--- config.mk ---
export PLATFORM = sky130hd
export DESIGN_NAME = adts_frame_sync
export DESIGN_NICKNAME = d
export VERILOG_FILES = /design/src/design/afs_pkg.sv /design/src/design/afs_hdr_decode.sv /design/src/design/afs_sync_core.sv /design/src/design/adts_frame_sync.sv
export SDC_FILE = /design/constraint.sdc
export NUM_CORES = 1
export LEC_CHECK = 0
export BUFFER_PORTS_ARGS = -buffer_cell sky130_fd_sc_hd__buf_2
export CAP_MARGIN = 20
export CORE_ASPECT_RATIO = 1.1
export CORE_MARGIN = 2
export CORE_UTILIZATION = 55
export DETAILED_ROUTE_END_ITERATION = 7
export GPL_TIMING_DRIVEN = 0
export PLACE_DENSITY = 0.84
export SYNTH_ARGS = -nofsm -noshare
export SYNTH_HDL_FRONTEND = slang
export SYNTH_HIERARCHICAL = 1
export SYNTH_SLANG_ARGS = --single-unit
--- constraint.sdc ---
create_clock -name clk -period 14.3 [get_ports clk]
set_clock_uncertainty 0.2 [all_clocks]
set_input_delay 0 -clock clk [delete_from_list [all_inputs] [get_ports clk]]
set_output_delay 0 -clock clk [all_outputs]
set_load 0.02 [all_outputs]
--- src/design/afs_pkg.sv ---
// Package for the ADTS frame synchronizer: constants, types and the rate table.
// No dependencies; used by every module of the block.
package afs_pkg;

    localparam int POSITION_BITS_DEF = 32;
    localparam int WIN_LEN           = 7;
    localparam int FILL_W            = $clog2(WIN_LEN + 1);

    localparam logic [7:0]  SYNC_BYTE      = 8'hFF;
    localparam logic [7:0]  ID_MASK        = 8'hF6;
    localparam logic [7:0]  ID_MATCH       = 8'hF0;
    localparam logic [3:0]  MAX_RATE_IDX   = 4'd11;
    localparam logic [12:0] MIN_FRAME_LEN  = 13'd8;
    localparam logic [3:0]  LOCK_COUNT_RST = 4'd3;
    localparam logic [3:0]  RUN_MAX        = 4'd15;

    localparam int OUT_TDATA_W = 72;

    // Result kinds carried on the master tuser bit.
    localparam logic EVT_HEADER    = 1'b0;
    localparam logic EVT_SYNC_LOST = 1'b1;

    // Byte [0] is the oldest byte of the window.
    typedef logic [WIN_LEN-1:0][7:0] window_t;

    typedef struct packed {
        logic        valid;
        logic [16:0] rate;
        logic [12:0] len;
        logic [2:0]  blocks;
    } hdr_info_t;

    typedef struct packed {
        logic        kind;
        logic [31:0] pos;
        logic [16:0] rate;
        logic [12:0] len;
        logic [2:0]  blocks;
        logic [3:0]  run;
        logic        locked;
    } result_t;

    function automatic logic [16:0] rate_lookup(input logic [3:0] idx);
        logic [16:0] rate;
        unique case (idx)
            4'd0:    rate = 17'd96000;
            4'd1:    rate = 17'd88200;
            4'd2:    rate = 17'd64000;
            4'd3:    rate = 17'd48000;
            4'd4:    rate = 17'd44100;
            4'd5:    rate = 17'd32000;
            4'd6:    rate = 17'd24000;
            4'd7:    rate = 17'd22050;
            4'd8:    rate = 17'd16000;
            4'd9:    rate = 17'd12000;
            4'd10:   rate = 17'd11025;
            4'd11:   rate = 17'd8000;
            default: rate = 17'd0;
        endcase
        return rate;
    endfunction

endpackage

--- src/design/afs_hdr_decode.sv ---
// Header decoder: tests a 7-byte window for a valid ADTS header and extracts fields.
// Depends on afs_pkg.
module afs_hdr_decode (
    input  afs_pkg::window_t   win,
    output afs_pkg::hdr_info_t info
);
    import afs_pkg::*;

    logic [3:0]  rate_idx;
    logic [12:0] frame_len;
    logic        id_ok;

    assign rate_idx  = win[2][5:2];
    assign frame_len = {win[3][1:0], win[4], win[5][7:5]};
    assign id_ok     = (win[0] == SYNC_BYTE) && ((win[1] & ID_MASK) == ID_MATCH);

    always_comb
    begin
        info.valid  = id_ok && (rate_idx <= MAX_RATE_IDX) && (frame_len >= MIN_FRAME_LEN);
        info.rate   = rate_lookup(rate_idx);
        info.len    = frame_len;
        info.blocks = {1'b0, win[6][1:0]} + 3'd1;
    end

endmodule

--- src/design/afs_sync_core.sv ---
// Sync core: byte window, hunt/track state, lock register and the result register.
// Depends on afs_pkg and afs_hdr_decode.
module afs_sync_core #(
    parameter int POSITION_BITS = afs_pkg::POSITION_BITS_DEF
) (
    input  logic             clk,
    input  logic             rst_n,
    input  logic             go,
    input  logic [7:0]       data_byte,
    input  logic             restart,
    input  logic             cfg_we,
    input  logic [3:0]       cfg_wdata,
    input  logic             res_ready,
    output logic             res_valid,
    output logic             can_take,
    output afs_pkg::result_t res
);
    import afs_pkg::*;

    window_t                  win_reg, win_next;
    logic [FILL_W-1:0]        fill_reg, fill_next, fill_base;
    logic                     trk_reg, trk_next, trk_base;
    logic [12:0]              btb_reg, btb_next, btb_base, btb_dec;
    logic [3:0]               run_reg, run_next, run_base;
    logic [POSITION_BITS-1:0] spos_reg, spos_next, spos_base, hdr_pos;
    logic [63:0]              hdr_pos_ext;
    logic [3:0]               lock_reg;
    logic                     out_vld_reg, out_vld_next;
    result_t                  res_reg, res_next;
    hdr_info_t                info;
    logic                     full, test;

    afs_hdr_decode u_decode (
        .win  (win_next),
        .info (info)
    );

    assign can_take  = !out_vld_reg || res_ready;
    assign res_valid = out_vld_reg;
    assign res       = res_reg;

    always_comb
    begin
        // A restart clears the stream state ahead of this byte. The window
        // itself needs no clear: nothing is tested until it has refilled.
        fill_base = restart ? '0 : fill_reg;
        trk_base  = restart ? 1'b0 : trk_reg;
        btb_base  = restart ? '0 : btb_reg;
        run_base  = restart ? '0 : run_reg;
        spos_base = restart ? '0 : spos_reg;

        for (int i = 0; i < WIN_LEN - 1; i++)
        begin
            win_next[i] = win_reg[i+1];
        end
        win_next[WIN_LEN-1] = data_byte;

        fill_next   = (fill_base < FILL_W'(WIN_LEN)) ? fill_base + 1'b1 : fill_base;
        full        = (fill_next == FILL_W'(WIN_LEN));
        hdr_pos     = spos_base - POSITION_BITS'(WIN_LEN - 1);
        hdr_pos_ext = 64'(hdr_pos);
        spos_next   = spos_base + 1'b1;
        btb_dec     = btb_base - 13'd1;

        trk_next     = trk_base;
        btb_next     = btb_base;
        run_next     = run_base;
        test         = 1'b0;
        out_vld_next = out_vld_reg && !res_ready;
        res_next     = res_reg;

        if (full)
        begin
            if (trk_base)
            begin
                btb_next = btb_dec;
                test     = (btb_dec == 13'd0);
            end
            else
            begin
                test = 1'b1;
            end
        end

        if (go)
        begin
            out_vld_next = 1'b0;
        end

        if (test && info.valid)
        begin
            run_next = !trk_base ? 4'd1 : ((run_base < RUN_MAX) ? run_base + 4'd1 : run_base);
            trk_next = 1'b1;
            btb_next = info.len;
            res_next.kind   = EVT_HEADER;
            res_next.pos    = hdr_pos_ext[31:0];
            res_next.rate   = info.rate;
            res_next.len    = info.len;
            res_next.blocks = info.blocks;
            res_next.run    = run_next;
            res_next.locked = (run_next >= lock_reg);
            if (go)
            begin
                out_vld_next = 1'b1;
            end
        end
        else if (test && trk_base)
        begin
            // Expected boundary held no header: report and go back to hunting.
            trk_next = 1'b0;
            run_next = '0;
            btb_next = '0;
            res_next        = '0;
            res_next.kind   = EVT_SYNC_LOST;
            res_next.pos    = hdr_pos_ext[31:0];
            if (go)
            begin
                out_vld_next = 1'b1;
            end
        end
    end

    always_ff @(posedge clk or negedge rst_n)
    begin
        if (!rst_n)
        begin
            fill_reg    <= '0;
            trk_reg     <= 1'b0;
            btb_reg     <= '0;
            run_reg     <= '0;
            spos_reg    <= '0;
            lock_reg    <= LOCK_COUNT_RST;
            out_vld_reg <= 1'b0;
        end
        else
        begin
            out_vld_reg <= out_vld_next;
            if (cfg_we)
            begin
                lock_reg <= cfg_wdata;
            end
            if (go)
            begin
                fill_reg <= fill_next;
                trk_reg  <= trk_next;
                btb_reg  <= btb_next;
                run_reg  <= run_next;
                spos_reg <= spos_next;
            end
        end
    end

    always_ff @(posedge clk)
    begin
        if (go)
        begin
            win_reg <= win_next;
            res_reg <= res_next;
        end
    end

endmodule

--- src/design/adts_frame_sync.sv ---
// Top level of the ADTS frame synchronizer: stream ports, input register, sync core.
// Depends on afs_pkg and afs_sync_core.
//
// The block takes one byte per slave transaction and sustains one byte per clock
// cycle while the master side takes results. Each byte goes into an input
// register; when the output register has room, the sync core shifts it into a
// 7-byte window, tests the window for an ADTS header and loads any result into
// the output register, from which it is offered on the master side. While
// hunting, every full window is tested; once a header is found only the window
// that starts exactly one frame length later is tested.
// A valid header gives a result with event kind 0; a miss at the expected boundary
// gives event kind 1 (sync lost) with all fields but the position zero, and the
// block hunts again from the next byte. The first six bytes after reset or a
// restart only fill the window and give no result. Setting the restart flag on a
// byte clears the fill count, position and tracking state before that byte enters.
// Header positions count bytes since the last restart and wrap. The lock count
// register (reset value 3) sets how many aligned headers are needed before the
// locked flag rises; write it only while no byte is in flight. The only stall
// comes from the master side: the slave side stops only when the output register
// holds a result that has not been taken.
module adts_frame_sync #(
    parameter int POSITION_BITS = afs_pkg::POSITION_BITS_DEF
) (
    input  logic                             clk,
    input  logic                             rst_n,
    // Slave stream: one byte per transaction.
    input  logic                             s_tvalid,
    output logic                             s_tready,
    input  logic [7:0]                       s_tdata,  // [7:0] data_byte
    input  logic                             s_tuser,  // [0] restart
    // Master stream: one result per transaction.
    output logic                             m_tvalid,
    input  logic                             m_tready,
    // [31:0] header_position, [48:32] sample_rate, [61:49] frame_length,
    // [64:62] raw_blocks, [68:65] run_count, [69] locked, [71:70] zero
    output logic [afs_pkg::OUT_TDATA_W-1:0]  m_tdata,
    output logic                             m_tuser,  // [0] event_kind
    // Configuration: lock_count.
    input  logic                             cfg_we,
    input  logic [3:0]                       cfg_wdata
);
    import afs_pkg::*;

    logic       in_vld_reg, in_vld_next;
    logic [7:0] in_byte_reg;
    logic       in_restart_reg;
    logic       can_take;
    logic       go;
    logic       accept;
    result_t    res;

    // The held byte moves into the core when the output register has room,
    // which frees the input register for a new transaction in the same cycle.
    assign go          = in_vld_reg && can_take;
    assign s_tready    = !in_vld_reg || go;
    assign accept      = s_tvalid && s_tready;
    assign in_vld_next = accept || (in_vld_reg && !go);

    always_ff @(posedge clk or negedge rst_n)
    begin
        if (!rst_n)
        begin
            in_vld_reg <= 1'b0;
        end
        else
        begin
            in_vld_reg <= in_vld_next;
        end
    end

    always_ff @(posedge clk)
    begin
        if (accept)
        begin
            in_byte_reg    <= s_tdata;
            in_restart_reg <= s_tuser;
        end
    end

    afs_sync_core #(
        .POSITION_BITS (POSITION_BITS)
    ) u_core (
        .clk       (clk),
        .rst_n     (rst_n),
        .go        (go),
        .data_byte (in_byte_reg),
        .restart   (in_restart_reg),
        .cfg_we    (cfg_we),
        .cfg_wdata (cfg_wdata),
        .res_ready (m_tready),
        .res_valid (m_tvalid),
        .can_take  (can_take),
        .res       (res)
    );

    assign m_tuser = res.kind;
    assign m_tdata = {2'b00, res.locked, res.run, res.blocks, res.len, res.rate, res.pos};

endmodule

## Yosys cells after proc, flatten, opt, wreduce, memory -nomap -nowiden

Memory sizes are Yosys's and may differ from the RTL's. A register that Yosys moved wholly into a read port is not among the register bits.
Index checks and enable logic that the tools add are counted.

| operators by class | value |
|---|---|
| add/sub/neg operators | 6 |
| magnitude comparators | 5 |
| equal/unequal tests | 3 |
| muxes and demuxes | 25 |
| reductions and logical operators | 19 |

Operators with widths:

| kind | number |
|---|---|
| two-way mux 71 bit | 1 |
| two-way mux 70 bit | 1 |
| two-way mux 13 bit | 5 |
| adder 32 x 1 -> 32 bit, second input constant | 1 |
| two-way mux 32 bit | 1 |
| subtractor 32 x 3 -> 32 bit, second input constant | 1 |
| two-way mux 4 bit | 6 |
| greater-or-equal comparator 13 x 4 -> 1 bit, second input constant | 1 |
| zero test 13 bit | 1 |
| subtractor 13 x 1 -> 13 bit, second input constant | 1 |
| logical AND 1 bit | 9 |
| two-way mux 1 bit | 9 |
| == test 8 bit, second input constant | 1 |
| == test 6 bit, second input constant | 1 |
| two-way mux 3 bit | 2 |
| adder 4 x 1 -> 4 bit, second input constant | 1 |
| greater-or-equal comparator 4 bit | 1 |
| <= comparator 4 bit, second input constant | 1 |
| zero test 1 bit | 4 |
| < comparator 4 bit, second input constant | 1 |
| adder 2 x 1 -> 3 bit, second input constant | 1 |
| adder 3 x 1 -> 3 bit, second input constant | 1 |
| == test 3 bit, second input constant | 1 |
| logical OR 1 bit | 3 |
| other kinds (3) | 3 |

| storage, ports and cells | value |
|---|---|
| flip-flop bits (word level) | 187 |
| bits in read-only memories | 272 |
| input port bits | 18 |
| output and inout port bits | 75 |
| word-level logic and storage cells | 82 |
| memories | 1 |

Memory list:

| memory | depth | width | read ports | clocked after Yosys merged registers in | wr ports | line | text |
|---|---|---|---|---|---|---|---|
| (name not given) | 16 | 17 | 1 | 1 | 0 | afs_pkg.sv:45 | `unique case (idx)` |

## Depth between registers and ports, before layout

Gate-level depths: netlist (run 1).

| depth | value |
|---|---|
| depth after elaboration | 8 |
| depth in mapped cells | 15 |
| mapped depth without buffers | 11 |

## Hierarchy

Netlist (run 1), hierarchy kept.

Modules (own cells, without submodules):

| module | times used | cells each | area an instance (sq um) | sequential area each (sq um) |
|---|---|---|---|---|
| afs_sync_core | 1 | 703 | 8166.6 | 5027.3 |
| afs_hdr_decode | 1 | 72 | 494.2 | 0.0 |
| adts_frame_sync | 1 | 17 | 349.1 | 295.3 |

## Worst setup path before layout (run 1)

Ideal clock, no wire load.

| path | value |
|---|---|
| path kind | flip-flop to flip-flop |
| start | reg in_restart_reg |
| end | reg u_core.res_reg (netlist bit u_core/res[0]) (enable) |
| setup time | 0.502 ns |
| data arrival time | 5.703 ns |
| data required time | 13.598 ns |
| slack | 7.895 ns |
| stages on the path, launching flop included | 14 |
| buffers on the path | 4 |
| clock period less this slack | 6.405 ns |
| cells stage by stage | edfxtp_1 -> clkbuf_1 -> inv_1 -> clkbuf_1 -> clkbuf_1 -> nand2_1 -> ha_1 -> clkbuf_1 -> or3_1 -> a21oi_1 -> nand3_1 -> nor4bb_1 -> o21ai_1 -> nor2_1 |

| between the ends | value |
|---|---|
| cells in the longest elaborated chain, start to end | 8 |
| elaborated cells between the ends (all ways) | 15 |
| those cells by class | add/sub: 2; order compare: 1; eq/ne: 1; mux: 6; reduce/logical: 5 |

RTL lines:

| what | line | text |
|---|---|---|
| start: declaration | adts_frame_sync.sv:46 | `logic in_restart_reg;` |
| start signal: assignment | adts_frame_sync.sv:76 | `in_restart_reg <= s_tuser;` |
| two-way mux 13 bit / two-way mux 3 bit (equally long branches) | afs_sync_core.sv:48, afs_sync_core.sv:46 |  |
| subtractor 13 x 1 -> 13 bit (tied with other cells) | afs_sync_core.sv:63 | `btb_dec = btb_base - 13'd1;` |
| zero test 13 bit / two-way mux 3 bit (equally long branches) | afs_sync_core.sv:77, afs_sync_core.sv:58 |  |
| two-way mux 1 bit / == test 3 bit (equally long branches) | afs_sync_core.sv:74, afs_sync_core.sv:59 |  |
| two-way mux 1 bit | afs_sync_core.sv:72 | `if (full)` |
| logical AND 1 bit, on equally long branches | afs_sync_core.sv:107, afs_sync_core.sv:90 |  |
| nonzero test 2 bit (no line) * | - |  |
| AND reduction 2 bit (no line) * | - |  |
| end signal: assignment | afs_sync_core.sv:158 | `res_reg <= res_next;` |
| end: declaration | afs_sync_core.sv:29 | `result_t res_reg, res_next;` |

Every way passes the cells marked *; elsewhere a longest branch is shown, timed or not.
A chain may end at the register's enable or synchronous reset.

## Worst setup path in the final report (run 1)

| path | value |
|---|---|
| start | reg in_restart_reg |
| end | reg u_core.res_reg (netlist bit u_core/res[44]) (enable) |

The elaborated chain is that of the path after synthesis.

==> results of run 1 <==
[layout by cell type (no fill, tap or decap), drive strengths merged, types with 4 or more instances in the layout]
cell type,instances
nor2b,20
nor2,51
clkbuf,40
a31oi,9
or3,7
nor3,18
o21ai,36
o211ai,9
and3,6
or4,5
o2bb2ai,5
o22ai,9
nor4,14
nand4,12
dlygate4sd3,24
a21o,4
ha,15
edfxtp,128
xor2,18
inv,37
and2,39
nand2b,14
nand2,87
xnor2,23
buf,122
nand3,34
dfrtp,57
clkinv,6
a21oi,25
o221ai,10
[power by group through the flow]
stage	Clock [W]	Combinational [W]	Sequential [W]
finish	0.000477	0.000120	0.000602
global route	0.000503	0.000131	0.000604
CTS	0.000480	0.000117	0.000602
detailed placement	0	0.000110	0.000613
global placement	0	0.000107	0.000613
floorplan	0	0.0000790	0.000611
[logic make-up after synthesis]
group                    Yosys count  synth area share (%)
flip-flops                       187                 59.08
multiplexers                       5                0.6387
AND/OR/NAND/NOR                  328                 19.64
AO/OA/AOI/OAI                    134                 10.12
buffers and inverters             81                 4.416
other                              1               0.04162
XOR/XNOR                          41                 3.986
adder cells (fa/ha/maj)           15                 2.083
[area by class of cell]
type	instances	area [um^2]	area share, %
Sequential cell	187	5323	49.98
Tap cell	204	255.2	2.397
Buffer	51	285.3	2.679
Multi-Input combinational cell	525	3302	31.00
Clock buffer	17	425.4	3.994
Clock inverter	15	176.4	1.656
Timing Repair Buffer	118	770.7	7.237
Inverter	30	112.6	1.057
[metal layers]
layer | track usage, % | vias to the layer above
li1 | - | 3141
met1 | 31.08 | 3239
met2 | 38.79 | 320
met3 | 5.108 | 54
met4 | 9.601 | 0
met5 | 0 | -
[worst max-delay path by stage]
stage / startpoint / endpoint / slack [ns]
global placement: in_restart_reg / u_core/res[45] / 5.53
CTS: in_restart_reg / u_core/res[15] / 9.01
global route: in_restart_reg / u_core/res[15] / 8.70
finish: in_restart_reg / u_core/res[44] / 8.97
floorplan: in_restart_reg / u_core/res[0] / 7.90
detailed placement: in_restart_reg / u_core/res[46] / 9.04
[stage by stage]
| stage | power (W) | hold slack, ns | std cells |
|---|---|---|---|
| floorplan | 0.0006896 | -0.4956 | 793 |
| global placement | 0.0007201 | -0.01653 | 1087 |
| detailed placement | 0.0007235 | -0.05684 | 1091 |
| CTS | 0.001199 | 0.01625 | 1147 |
| global route | 0.001238 | 0.05752 | 1147 |
| finish | 0.001198 | 0.001370 | 1147 |
[what timing repair did]
action,CTS,global route
hold buffers,24,0
setup endpoints to repair,0,0
hold endpoints to repair,81,0
==> results.toml, run 1 <==
[outcome]
status = "finished, final reports clean"

[route]
drtIter0Drc = 679
routed-via-count = 6754
wl_per_cell_um = 18.01
drt_drc_violations_left = 0
avgViaCountPerCell = 5.888
drt_wl_total_um = 20650
met1Wirelength_um = 8559
met3WireLength_um = 1324
detailedRoute.firstPassIterationCount = 8
postRouteAntennaNets = 0
met2_wirelength_um = 10280
routed.top_layer = "met4"

[power]
intPower_w = 0.0008884
switching_share_pct = 25.86
power.density_cell_area_mw_per_mm2 = 112.5
combinationalPowerShare_pct = 10.0
peakVddDrop_mv = 0.07009
seq_power_share_pct = 50.2
static-leakage-power_nw = 4.034
switchingPower_w = 0.0003099
power.clock.fraction_pct = 39.8

[global_route]
global_route_overflow = 0
antenna_found_initial = 0
vias_in_the_first_global_route = 6439
grt_pass1_wl_um = 32520
grt.total_usage_pct = 23.73
grt_start_max_net_pins = 45

[final_layout]
drive_above_1_share_pct = 19.19
final_nets = 963
finish.instance_area_mm2 = 0.01065
layout.filler_cells = 1224
insertedDiodeCount = 0
final_core_util_pct = 65.80
largest_register_ffs = 71
area_delta_synth_final_pct = 18.21

[synth]
synthesis.instances = 792
yosysWarnings = 6
synth_top_flop_cell = "edfxtp_1"
synth_top_cells_by_area = "edfxtp_1 43%, dfrtp_1 16%, nand2_1 3.6%"
synth_cell_type_count = 78
synth_edf_count = 128
synth_seq_area_share_pct = 59.08
synthDominantAreaCellType = "edfxtp_1"
ffs_latches_synth = 187
yosysTopAreaCellShare_pct = 42.66
synth.avg_cell_area_um2 = 11.38
post_synth_most_frequent_cells = "128 x edfxtp_1, 87 x nand2_1, 57 x dfrtp_1"
mappedNetlistArea_mm2 = 0.009010
synth_async_sr_flop_share_pct = 31.55
yosysMostFrequentCell = "edfxtp_1"

[floorplanning]
die_h_um = 138.2
dieWidth_um = 126.0
std_cell_rows = 49
floorplan.die_area_mm2 = 0.01742
coreArea_mm2 = 0.01619
io_pins = 93
floorplan.initialDensity_pct = 55.67

[setup_path]
timing.rr.end = "u_core/res[44]"
end_kind = "flip-flop"
cp.arrival_ns = 5.28
count_of_cells_along_the_worst_register_to_register_path = 14
rrSetupSlack_ns = 8.97
worstPathCellList = "clkbuf_1 > inv_1 > clkbuf_1 > clkbuf_1 > nand2_1 > ha_1 > clkbuf_1 > or3_1 > a21oi_1 > nand3_1 > nor4bb_1 > o21ai_1 > nor2_4 > buf_12"
path_depth = 14
r2r-start = "in_restart_reg"
critical-path-top-cell-by-count = "clkbuf_1"
cp_max_fo = 27
timing.critical_path.required_ns = 14.25
timing.critical_path.max_delay_family = "buffers and inverters"
critPathMaxStageDelay_ns = 0.61
worst-path-buf-inv = 6
timing.critical_path.slowest_stage_cell = "nor2_4"
path_class = "flip-flop to flip-flop"
cp-start-kind = "flip-flop"

[cts]
maximum_buffer_depth_of_the_clock_tree = 2
clock_latency_ns = 0.45
cts_made_buffers = 17
root_buffer = "clkbuf_16"
cts.repair_timing.setup_buffer_count = 0
cts-htree-levels = 4
clk_pin_slew_worst_paths_ns = 0.07
cts_num_sinks = 187
cts_tree = "yes"
ctsResizeCount = 0

[sta]
final.setup.worst_slack_ns = 8.966
rsz0062_at_grt = "no"
tightest_slew_ns = 0.8648
finalMaxSlewViolations = 0
timing.final.setup_violations = 0
report.final.hold_viol_count = 0
period_share_pct = 37.30
maxSlewHeadroom_pct = 42.34
achievable-frequency_mhz = 187.5
tns_ns = 0
period_minus_slack_ns = 5.334

[placement]
port_buffers = 90
finalWeightedCongestion = 0.9334
placed_instance_area_mm2 = 0.009808
dp_slack_ns = 9.038
detailedPlacementHpwl_um = 13700

[hold_path]
worstHoldPathType = "primary input to async pin"

[run]
max_cap_viol_count = 0
Note: power is estimated with default switching activity, not from simulation.
==> inputs of run 2 (changes only) <==
==> constraint.sdc (replaced) <==
create_clock -name clk -period 5.54 [get_ports clk]
set_clock_uncertainty 0.2 [all_clocks]
set_input_delay 0 -clock clk [delete_from_list [all_inputs] [get_ports clk]]
set_output_delay 0 -clock clk [all_outputs]
set_load 0.02 [all_outputs]
==> run 2 against run 1 <==
Highest routed layer unchanged. Wire length increased by 1.4%. Core utilization fell by 0.093 points. Die area is the same. Global-route usage is 0.59 points higher. First-iteration DRC count fell by 7.5%.
==> results.toml, run 2 (synthesis gave the netlist of run 1 again) <==
[final_layout]
final_core_util_pct = 65.71
multiInputGateArea_mm2 = 0.003308
drive_above_1_share_pct = 19.13
final_nets = 966
layout_common_cells = "128 x edfxtp_1, 96 x buf_2, 87 x nand2_1, 57 x dfrtp_1, 50 x nor2_1"
post_layout_nonfiller_instances = 1150
insertedDiodeCount = 0
layout.filler_cells = 1202
most_common_library_cell_in_the_layout_ignoring_fill_and_taps = "edfxtp_1"
regArea_mm2 = 0.005323
area_delta_synth_final_pct = 18.04
largest_register_ffs = 71

[outcome]
status = "finished, final reports clean"

[sta]
finalHoldWorstSlack_ns = 0.07529
report.final.hold_viol_count = 0
period_share_pct = 96.88
rsz0062_at_grt = "no"
maxSlewHeadroom_pct = 38.78
tightest_slew_ns = 0.9122
achievable-frequency_mhz = 186.3
period_minus_slack_ns = 5.367
finalMaxSlewViolations = 0
timing.final.setup_violations = 0

[power]
switchingPower_w = 0.0007770
power.clock.fraction_pct = 38.2
static-leakage-power_nw = 4.027
switching_share_pct = 25.73
power.density_cell_area_mw_per_mm2 = 283.9
seq_power_share_pct = 51.5
intPower_w = 0.002243
report.power.total_w = 0.003020
peakVddDrop_mv = 0.2091
combinationalPowerShare_pct = 10.4

[floorplanning]
die_h_um = 138.2
floorplan.initialDensity_pct = 55.67
std_cell_rows = 49
dieWidth_um = 126.0
floorplan.die_area_mm2 = 0.01742
coreArea_mm2 = 0.01619
io_pins = 93

[route]
wl_per_cell_um = 18.21
drt_drc_violations_left = 0
routed-via-count = 6778
drt_wl_total_um = 20940
postRouteAntennaNets = 0
avgViaCountPerCell = 5.894
drtIter0Drc = 628
detailedRoute.firstPassIterationCount = 5

[setup_path]
cp_max_fo = 28
path_class = "flip-flop to flip-flop"
timing.critical_path.required_ns = 5.48
cp.arrival_ns = 5.31
end_kind = "flip-flop"
count_of_cells_along_the_worst_register_to_register_path = 14
cp-start-kind = "flip-flop"

[cts]
cts_num_sinks = 187
maximum_buffer_depth_of_the_clock_tree = 2
clock_latency_ns = 0.44
cts_made_buffers = 17
cts.repair_timing.setup_buffer_count = 0
ctsResizeCount = 0
root_buffer = "clkbuf_16"
cts-htree-levels = 4
cts_tree = "yes"
clk_pin_slew_worst_paths_ns = 0.07

[placement]
port_buffers = 90
detailedPlacementHpwl_um = 13950
finalWeightedCongestion = 0.9333
dp.cells = 1091

[hold_path]
min_path_cells = 2
worstHoldPathType = "primary input to flip-flop"

[global_route]
global_route_overflow = 0
antenna_found_initial = 0
grt_start_max_net_pins = 45
met1_usage_pct = 30.33
vias_in_the_first_global_route = 6654
grt_pass1_wl_um = 33200
grt.total_usage_pct = 24.32
grt_util_met3_pct = 4.721
globalRouteMet2Util_pct = 41.26
gr-max-usage-layer = "met2"

[run]
max_cap_viol_count = 0
-- run 2: changes by cell type in the layout (fill, tap and decap cells not counted) --
cell,change
buf_12,+1
clkinv_4,-1
bufinv_16,-1
dlygate4sd3_1,+1
inv_6,+2
clkinv_1,+1
clkbuf_1,+1
clkinv_8,-3
inv_8,+1
nor2_2,+1
-- run 2: layout make-up --
type | count | share of cell area (%)
well taps | 204 | 2.400
plain buffers | 51 | 2.682
multi-input cells | 526 | 31.11
clock inverters | 14 | 1.141
flip-flops and latches | 187 | 50.05
repair buffers | 120 | 7.529
clock buffers | 18 | 4.035
inverters | 30 | 1.059
-- run 2: worst max-delay path, stage by stage (launching register included) --
cell and delay [ns]:
edfxtp_1 0.36, clkbuf_1 0.26, inv_1 0.21, clkbuf_1 0.47, clkbuf_1 0.61, nand2_1 0.18
ha_1 0.25, clkbuf_1 0.22, or3_1 0.35, a21oi_1 0.19, nand3_1 0.12, nor4bb_1 0.48
o21ai_1 0.41, nor2_4 0.48, buf_12 0.25
-- run 2: path summary, 6_finish.rpt --
kind | startpoint | end | slack, ns
worst max-delay path | in_restart_reg | u_core/res[49] | 0.17
worst min register to register | u_core/win_next[22] | u_core/win_next[14] | 0.22
worst min-delay path | s_tdata[5] | in_byte_reg[5] | 0.08
min in group asynchronous | rst_n | u_core/spos_reg[8] | 0.46
max in group asynchronous | rst_n | u_core/lock_reg[1] | 4.44
worst max register to register | in_restart_reg | u_core/res[49] | 0.17
-- run 2: power groups by stage --
| stage | Combinational, W | Clock (W) | Sequential [W] |
|---|---|---|---|
| floorplan | 0.000204 | 0 | 0.00158 |
| global route | 0.000341 | 0.00122 | 0.00156 |
| CTS | 0.000305 | 0.00117 | 0.00155 |
| global placement | 0.000278 | 0 | 0.00158 |
| finish | 0.000313 | 0.00115 | 0.00155 |
| detailed placement | 0.000285 | 0 | 0.00158 |
-- run 2: through the flow --
| step | instance area, um^2 | TNS, ns | setup slack, ns |
|---|---|---|---|
| global placement | 9722 | -113.91 | -1.587 |
| CTS | 10630 | 0 | 0.2345 |
| finish | 10640 | 0 | 0.1728 |
| detailed placement | 9808 | 0 | 0.2408 |
| floorplan | 9016 | 0 | 0.3359 |
| global route | 10640 | 0 | 0.02162 |
-- run 2: what timing repair did --
action | CTS | global route
hold endpoints to repair | 83 | 0
hold buffers | 26 | 0
endpoints found under the setup margin | 0 | 54
-- run 2: layer usage --
metal,up-vias,wire [um]
li1,3150,-
met1,3275,8363
met3,48,1352
met2,305,10700
met5,-,0
met4,0,525
